[src/design/salu_pkg.sv]
// Shared types, opcodes and status codes of the 64-bit signed ALU.
`default_nettype none
package salu_pkg;
	localparam int unsigned W = 64;
	localparam int unsigned QDEPTH = 2;

	localparam logic [7:0] OP_ADD = 8'h01;
	localparam logic [7:0] OP_SUB = 8'h02;
	localparam logic [7:0] OP_MUL = 8'h03;
	localparam logic [7:0] OP_DIV = 8'h04;
	localparam logic [7:0] OP_MOD = 8'h05;
	localparam logic [7:0] OP_SHL = 8'h10;
	localparam logic [7:0] OP_OR  = 8'h11;
	localparam logic [7:0] OP_AND = 8'h12;
	localparam logic [7:0] OP_XOR = 8'h13;
	localparam logic [7:0] OP_CMP = 8'h14;

	localparam logic [1:0] ST_OK    = 2'd0;
	localparam logic [1:0] ST_DIVZ  = 2'd1;
	localparam logic [1:0] ST_BADOP = 2'd2;

	typedef struct packed {
		logic [7:0]          kind;
		logic signed [63:0]  operand_a;
		logic signed [63:0]  operand_b;
	} in_t;

	typedef struct packed {
		logic signed [63:0]  value;
		logic [1:0]          status;
	} out_t;

	typedef enum logic [2:0] {
		C_SIMPLE, C_MUL, C_DIV, C_MOD, C_DIVZ, C_BAD
	} cls_t;

	// One classified operation as it sits in the queue.
	typedef struct packed {
		cls_t         cls;
		logic [63:0]  a;
		logic [63:0]  b;
		logic [63:0]  simple;
	} op_t;

	typedef enum logic [2:0] {
		B_IDLE, B_MUL, B_DIV, B_FIX, B_OUT
	} bstate_t;
endpackage
`default_nettype wire

[src/design/salu_front.sv]
// Front end: accepts operations, works out the simple ones and queues them.
`default_nettype none
module salu_front (
	input  wire logic            clk,
	input  wire logic            arst_n,
	input  wire logic            valid,
	output logic                 stall,
	input  wire salu_pkg::in_t   data,
	output logic                 q_valid,
	input  wire logic            q_take,
	output salu_pkg::op_t        q_op
);
	salu_pkg::op_t            mem_q [salu_pkg::QDEPTH];
	logic                     wp_q, rp_q;
	logic [1:0]               cnt_q;
	salu_pkg::op_t            op;
	logic                     push, pop;
	logic [63:0]              a, b;

	assign a = data.operand_a;
	assign b = data.operand_b;

	always_comb begin
		op.a = a;
		op.b = b;
		op.simple = '0;
		op.cls = salu_pkg::C_SIMPLE;
		case (data.kind)
			salu_pkg::OP_ADD: op.simple = a + b;
			salu_pkg::OP_SUB: op.simple = a - b;
			salu_pkg::OP_MUL: op.cls = salu_pkg::C_MUL;
			salu_pkg::OP_DIV: op.cls = (b == '0) ? salu_pkg::C_DIVZ : salu_pkg::C_DIV;
			salu_pkg::OP_MOD: op.cls = (b == '0) ? salu_pkg::C_DIVZ : salu_pkg::C_MOD;
			salu_pkg::OP_SHL: op.simple = (b < 64'd64) ? (a << b[5:0]) : '0;
			salu_pkg::OP_OR:  op.simple = a | b;
			salu_pkg::OP_AND: op.simple = a & b;
			salu_pkg::OP_XOR: op.simple = a ^ b;
			salu_pkg::OP_CMP: begin
				if (a == b)
					op.simple = '0;
				else if ($signed(a) > $signed(b))
					op.simple = '1;
				else
					op.simple = 64'd1;
			end
			default: op.cls = salu_pkg::C_BAD;
		endcase
	end

	assign stall = (cnt_q == 2'(salu_pkg::QDEPTH));
	assign push = valid && !stall;
	assign q_valid = (cnt_q != 2'd0);
	assign pop = q_valid && q_take;
	assign q_op = mem_q[rp_q];

	always_ff @(posedge clk) begin
		if (push)
			mem_q[wp_q] <= op;
	end

	always_ff @(posedge clk or negedge arst_n) begin
		if (!arst_n) begin
			wp_q <= 1'b0;
			rp_q <= 1'b0;
			cnt_q <= 2'd0;
		end else begin
			if (push)
				wp_q <= ~wp_q;
			if (pop)
				rp_q <= ~rp_q;
			cnt_q <= cnt_q + 2'(push) - 2'(pop);
		end
	end
endmodule
`default_nettype wire

[src/design/salu_back.sv]
// Back end: multiplier and divider sequencer, held result and output register.
`default_nettype none
module salu_back (
	input  wire logic            clk,
	input  wire logic            arst_n,
	input  wire logic            q_valid,
	output logic                 q_take,
	input  wire salu_pkg::op_t   q_op,
	output logic                 valid,
	input  wire logic            stall,
	output salu_pkg::out_t       data
);
	salu_pkg::bstate_t state_q, state_d;
	logic [63:0]  held_q, a_q, b_q, rem_q, quo_q, acc_q;
	logic [6:0]   cnt_q;
	logic         mod_q, qneg_q, rneg_q;
	logic [1:0]   status_q;
	logic [64:0]  trial;
	logic [63:0]  rshift;
	logic [63:0]  ma, mb;
	logic [63:0]  pp;

	assign ma = q_op.a[63] ? -q_op.a : q_op.a;
	assign mb = q_op.b[63] ? -q_op.b : q_op.b;
	assign rshift = {rem_q[62:0], quo_q[63]};
	assign trial = {1'b0, rshift} - {1'b0, b_q};
	// Multiply 16 bits of b per cycle against the full a; low 64 bits only.
	assign pp = a_q * {48'd0, b_q[15:0]};

	always_comb begin
		state_d = state_q;
		case (state_q)
			salu_pkg::B_IDLE:
				if (q_valid) begin
					case (q_op.cls)
						salu_pkg::C_MUL: state_d = salu_pkg::B_MUL;
						salu_pkg::C_DIV, salu_pkg::C_MOD: state_d = salu_pkg::B_DIV;
						default: state_d = salu_pkg::B_OUT;
					endcase
				end
			salu_pkg::B_MUL: if (cnt_q == 7'd3) state_d = salu_pkg::B_OUT;
			salu_pkg::B_DIV: if (cnt_q == 7'd63) state_d = salu_pkg::B_FIX;
			salu_pkg::B_FIX: state_d = salu_pkg::B_OUT;
			salu_pkg::B_OUT: if (!stall) state_d = salu_pkg::B_IDLE;
			default: state_d = salu_pkg::B_IDLE;
		endcase
	end

	always_comb begin
		q_take = (state_q == salu_pkg::B_IDLE) && q_valid;
		valid = (state_q == salu_pkg::B_OUT);
		data.value = held_q;
		data.status = status_q;
	end

	always_ff @(posedge clk) begin
		case (state_q)
			salu_pkg::B_IDLE: begin
				a_q <= q_op.a;
				acc_q <= '0;
				if (q_op.cls == salu_pkg::C_DIV || q_op.cls == salu_pkg::C_MOD) begin
					b_q <= mb;
					quo_q <= ma;
					rem_q <= '0;
				end else begin
					b_q <= q_op.b;
				end
				mod_q <= (q_op.cls == salu_pkg::C_MOD);
				qneg_q <= q_op.a[63] ^ q_op.b[63];
				rneg_q <= q_op.a[63];
			end
			salu_pkg::B_MUL: begin
				acc_q <= acc_q + pp;
				a_q <= a_q << 16;
				b_q <= b_q >> 16;
			end
			salu_pkg::B_DIV: begin
				if (!trial[64]) begin
					rem_q <= trial[63:0];
					quo_q <= {quo_q[62:0], 1'b1};
				end else begin
					rem_q <= rshift;
					quo_q <= {quo_q[62:0], 1'b0};
				end
			end
			default: ;
		endcase
	end

	always_ff @(posedge clk or negedge arst_n) begin
		if (!arst_n) begin
			state_q <= salu_pkg::B_IDLE;
			cnt_q <= '0;
			held_q <= '0;
			status_q <= salu_pkg::ST_OK;
		end else begin
			state_q <= state_d;
			cnt_q <= (state_q == state_d) ? cnt_q + 7'd1 : 7'd0;
			if (state_q == salu_pkg::B_IDLE && q_valid) begin
				case (q_op.cls)
					salu_pkg::C_DIVZ: status_q <= salu_pkg::ST_DIVZ;
					salu_pkg::C_BAD: status_q <= salu_pkg::ST_BADOP;
					default: status_q <= salu_pkg::ST_OK;
				endcase
				if (q_op.cls == salu_pkg::C_SIMPLE)
					held_q <= q_op.simple;
			end
			if (state_q == salu_pkg::B_MUL && cnt_q == 7'd3)
				held_q <= acc_q + pp;
			if (state_q == salu_pkg::B_FIX) begin
				if (mod_q)
					held_q <= rneg_q ? -rem_q : rem_q;
				else
					held_q <= qneg_q ? -quo_q : quo_q;
			end
		end
	end
endmodule
`default_nettype wire

[src/design/signed_alu_64.sv]
// Top level of the 64-bit signed ALU.
// Input channel in_valid/in_stall/in_data carries one operation per beat:
// opcode kind and signed operands operand_a and operand_b.
// Output channel out_valid/out_stall/out_data returns one beat per operation
// with the held result value and a status code.
// A two-entry queue sits between the decoding front end and the execution
// back end, so the front keeps taking beats while a result waits.
// Simple operations go from the queue straight to the held result; multiply
// takes four 64x16 partial product steps, divide and modulo one restoring
// step per quotient bit plus a sign fixup.
// The back end sequencer runs one operation at a time, so it takes the next
// operation from the queue only once the last result beat has left.
// Reset clears the queue, the sequencer and the held result to zero.
// While out_stall is high the result beat holds and the queue fills; when it
// is full, in_stall rises.
`default_nettype none
module signed_alu_64 (
	input  wire logic             clk,
	input  wire logic             arst_n,
	input  wire logic             in_valid,
	output logic                  in_stall,
	input  wire salu_pkg::in_t    in_data,
	output logic                  out_valid,
	input  wire logic             out_stall,
	output salu_pkg::out_t        out_data
);
	logic           q_valid, q_take;
	salu_pkg::op_t  q_op;

	salu_front u_front (
		.clk, .arst_n,
		.valid(in_valid), .stall(in_stall), .data(in_data),
		.q_valid, .q_take, .q_op
	);

	salu_back u_back (
		.clk, .arst_n,
		.q_valid, .q_take, .q_op,
		.valid(out_valid), .stall(out_stall), .data(out_data)
	);
endmodule
`default_nettype wire

[config.mk]
export PLATFORM = sky130hd
export DESIGN_NAME = signed_alu_64
export DESIGN_NICKNAME = d
export VERILOG_FILES = /design/src/design/salu_pkg.sv /design/src/design/salu_front.sv /design/src/design/salu_back.sv /design/src/design/signed_alu_64.sv
export SDC_FILE = /design/constraint.sdc
export NUM_CORES = 2
export LEC_CHECK = 0
export BUFFER_PORTS_ARGS = -buffer_cell sky130_fd_sc_hd__buf_2
export CAP_MARGIN = 20
export CORE_ASPECT_RATIO = 0.9
export CORE_MARGIN = 2
export CORE_UTILIZATION = 65
export DETAILED_ROUTE_END_ITERATION = 8
export PLACE_DENSITY = 0.92
export REMOVE_ABC_BUFFERS = 1
export SYNTH_ARGS = -nofsm -noshare
export SYNTH_HDL_FRONTEND = slang
export SYNTH_SLANG_ARGS = --single-unit
[constraint.sdc]
create_clock -name clk -period 24.4 [get_ports clk]
set_clock_uncertainty 0.05 [all_clocks]
set_input_delay 4.88 -clock clk [delete_from_list [all_inputs] [get_ports clk]]
set_output_delay 4.88 -clock clk [all_outputs]
set_load 0.005 [all_outputs]
==> metrics.txt <==
min cycle time layout=10240 ps; max cap viols=0; post-CTS setup buffer count=0; detailed-route DRC error count=0; # IOs=208; Synth top area share=25.37%; pin count of the biggest net entering global routing=113; initial drt markers=11164; drt wl/cell=29.55 µm; most frequent cells in the layout=inv_1 (1335), nand2_1 (1187), fa_1 (817), edfxtp_1 (713), nor2_1 (694); drt via density=6.812; Max clock buf depth=3; Clock Pin Slew Worst Setup and Hold Paths=60 ps; Seq/Total Area, Yosys=27.74%; total CTS buffers=92; placeable core area=0.1290 mm²; PortBufs=207; Final Slew Violations=0; vias in the first global route=75837; CP Capture Point=u_front.mem_q[0][56]; Compound-Gate Fraction of Synth Area=14.23%; Distinct cells, synth=85; initial antenna violation count=27; dpl cells=10890; RSZ-0062 raised after global routing=false; Starting Density=65.40%; clk_lat worst skew=730 ps; Setup WS post-layout=14160 ps; DR pass1 iterations=7; Layout area overhead=6.592%; CP endpoint kind=register; critical path arrival=10580 ps; Place WS=13710 ps; Critical Path RT=24750 ps; final setup TNS=0 ps; CTS HTree Levels=3; commonest non-fill, non-tap cell in the layout=inv_1; worst min-delay path category=register to register; Final setup viols=0; CTS tree=built; synthesized-area fraction occupied by adder cells=24.78%; GPL Wtd Cong=1.034; fin nets=10596; first-pass GRT wire length=481600 µm; mapped cell area=0.08439 mm²; worst relative slew slack=10.97%; post-DP HPWL=246900 µm; post-synthesis xor/xnor area fraction=4.369%; Critical Path Start Type=input pin; total wire length=327400 µm; Post-Synth Simple-Gate Area=15.07%; Max Clk Rate=0.09770 GHz; Syn Area/Cell=8.996 µm²; Die Ht=345.8 µm; Layout Cells excl Fill=11078; Detail Route Antenna Nets=0; total gr overflow=0; status=complete, no violations; share of flip-flops with an asynchronous set or reset=10.09%; synthesized instance count=9381; FF-to-FF End=u_back.acc_q[60]; largest family of logic cells by synthesized area=adder cells; worst-path maximum fanout=28; Synth Warn #=0; Root Buffer Master=clkbuf_16; vias=75461; Row Count=125; fraction of layout cells with a size suffix above 1=7.420%; EDFF count, synth=713; CTS Sinks=793; Finished Cell Area=0.08995 mm²; DIE AREA=0.1327 mm²; post-synthesis sequential element count=793; Area after DPL=0.08663 mm²; mux share of post-synthesis cell area=5.421%; gr usage total=49.02%; leading area contributor after synthesis=edfxtp_1; R2R setup slack=14870 ps; CP startpoint=in_data[5]; # hold bufs at CTS=0; CTS resizes=0; fin crit share=41.95%; FF-to-FF path depth=27; Tightest Pin Transition=1298 ps; die width=383.8 µm; Synth area leaders=edfxtp_1 (25%), fa_1 (19%), inv_1 (5.9%); ys flop type=edfxtp_1; reg2reg start=u_back.b_q[1]; final hold vios=0; kind of critical path=input pin to register
-- critical path, stage by stage --
cell       delay [ps]
buf_2              90
buf_4             420
clkinv_1          680
ha_1              740
o211ai_1          150
o21ai_1           380
o31ai_1           210
a2111oi_2         780
o21ai_0           400
a21o_1            320
a31oi_1           360
a31oi_1           220
o41ai_1           480
o22ai_1           160
o21ai_1           150
nand3_1           100
-- worst min path at each step --
stage / slack [ps] / startpoint / cells past startpoint / to
6_report: 410 / u_back.cnt_q[0] / 1 / u_back.cnt_q[0]
5_1_grt: 450 / u_back.cnt_q[0] / 1 / u_back.cnt_q[0]
4_1_cts: 410 / u_back.cnt_q[0] / 1 / u_back.cnt_q[0]
3_5_place_dp: 410 / u_back.cnt_q[0] / 1 / u_back.cnt_q[0]
3_3_place_gp: 400 / u_back.cnt_q[0] / 1 / u_back.cnt_q[0]
2_1_floorplan: 380 / u_back.cnt_q[0] / 1 / u_back.cnt_q[0]
-- per-layer routing --
layer  vias to the layer above  track usage, %  part of all wire, %
met1                     36255           63.07                   35
met4                        20           29.60                  7.4
met2                      6394           72.06                   43
met3                      1582           16.07                   15
li1                      31210               -                    -
met5                         -               0                0.038
-- cell usage after synthesis (22+ instances only) --
cell         n
a211oi_1    72
a21o_1     115
a21oi_1    624
a221o_1     24
a221oi_1    28
a31oi_1     66
and2_1     305
and3_1      50
buf_1       35
buf_2       28
clkbuf_1   470
dfrtp_1     80
edfxtp_1   713
fa_1       817
ha_1       364
inv_1     1335
mux2_2      70
mux2i_1    241
mux4_2      61
nand2_1   1191
nand2b_1    40
nand3_1    116
nand4_1     39
nor2_1     700
nor2b_1     46
nor3_1     134
nor3b_1     22
nor4_1      44
o211ai_1    52
o21a_1      44
o21ai_0    448
o21ai_1     27
o21bai_1    60
o221ai_1    26
o22ai_1     69
o31ai_1     72
o41ai_1     23
or3_1       44
or4_1       22
xnor2_1    239
xor2_1     182
-- logic make-up after synthesis --
logic type | after synthesis
simple gates | 2811
compound gates | 1926
buf+inv | 1877
fa+ha+maj | 1181
flops | 793
xor+xnor | 421
mux | 372
-- flip-flops by register name, indices dropped and copies added (netlist names), 2 cells and up --
| register | cells |
|---|---|
| u_back.a_q | 64 |
| u_back.acc_q | 64 |
| u_back.b_q | 64 |
| u_back.cnt_q | 7 |
| u_back.held_q | 64 |
| u_back.quo_q | 64 |
| u_back.rem_q | 64 |
| u_back.state_q | 3 |
| u_back.status_q | 2 |
| u_front.cnt_q | 2 |
| u_front.mem_q | 390 |
-- per-stage QoR --
step	hold slack, ps	utilization (%)
2_1_floorplan	382.9	-
3_3_place_gp	399.2	67.12
3_5_place_dp	405.9	67.14
4_1_cts	413.0	69.62
5_1_grt	454.2	69.69
6_report	413.2	69.71
-- layout make-up --
| cell class | instances | area, µm² |
|---|---|---|
| antenna | 11 | 27.53 |
| clock inverter | 55 | 694.4 |
| clock buffer | 117 | 2509 |
| fill | 9318 | 39080 |
| multi-input combinational | 6711 | 54070 |
| tap | 1714 | 2145 |
| timing repair buffer | 333 | 2049 |
| sequential | 793 | 23420 |
| inverter | 1344 | 5045 |
Power is not shown: default switching activity piles up to over one toggle a cycle in this logic, so the estimate is an artifact.
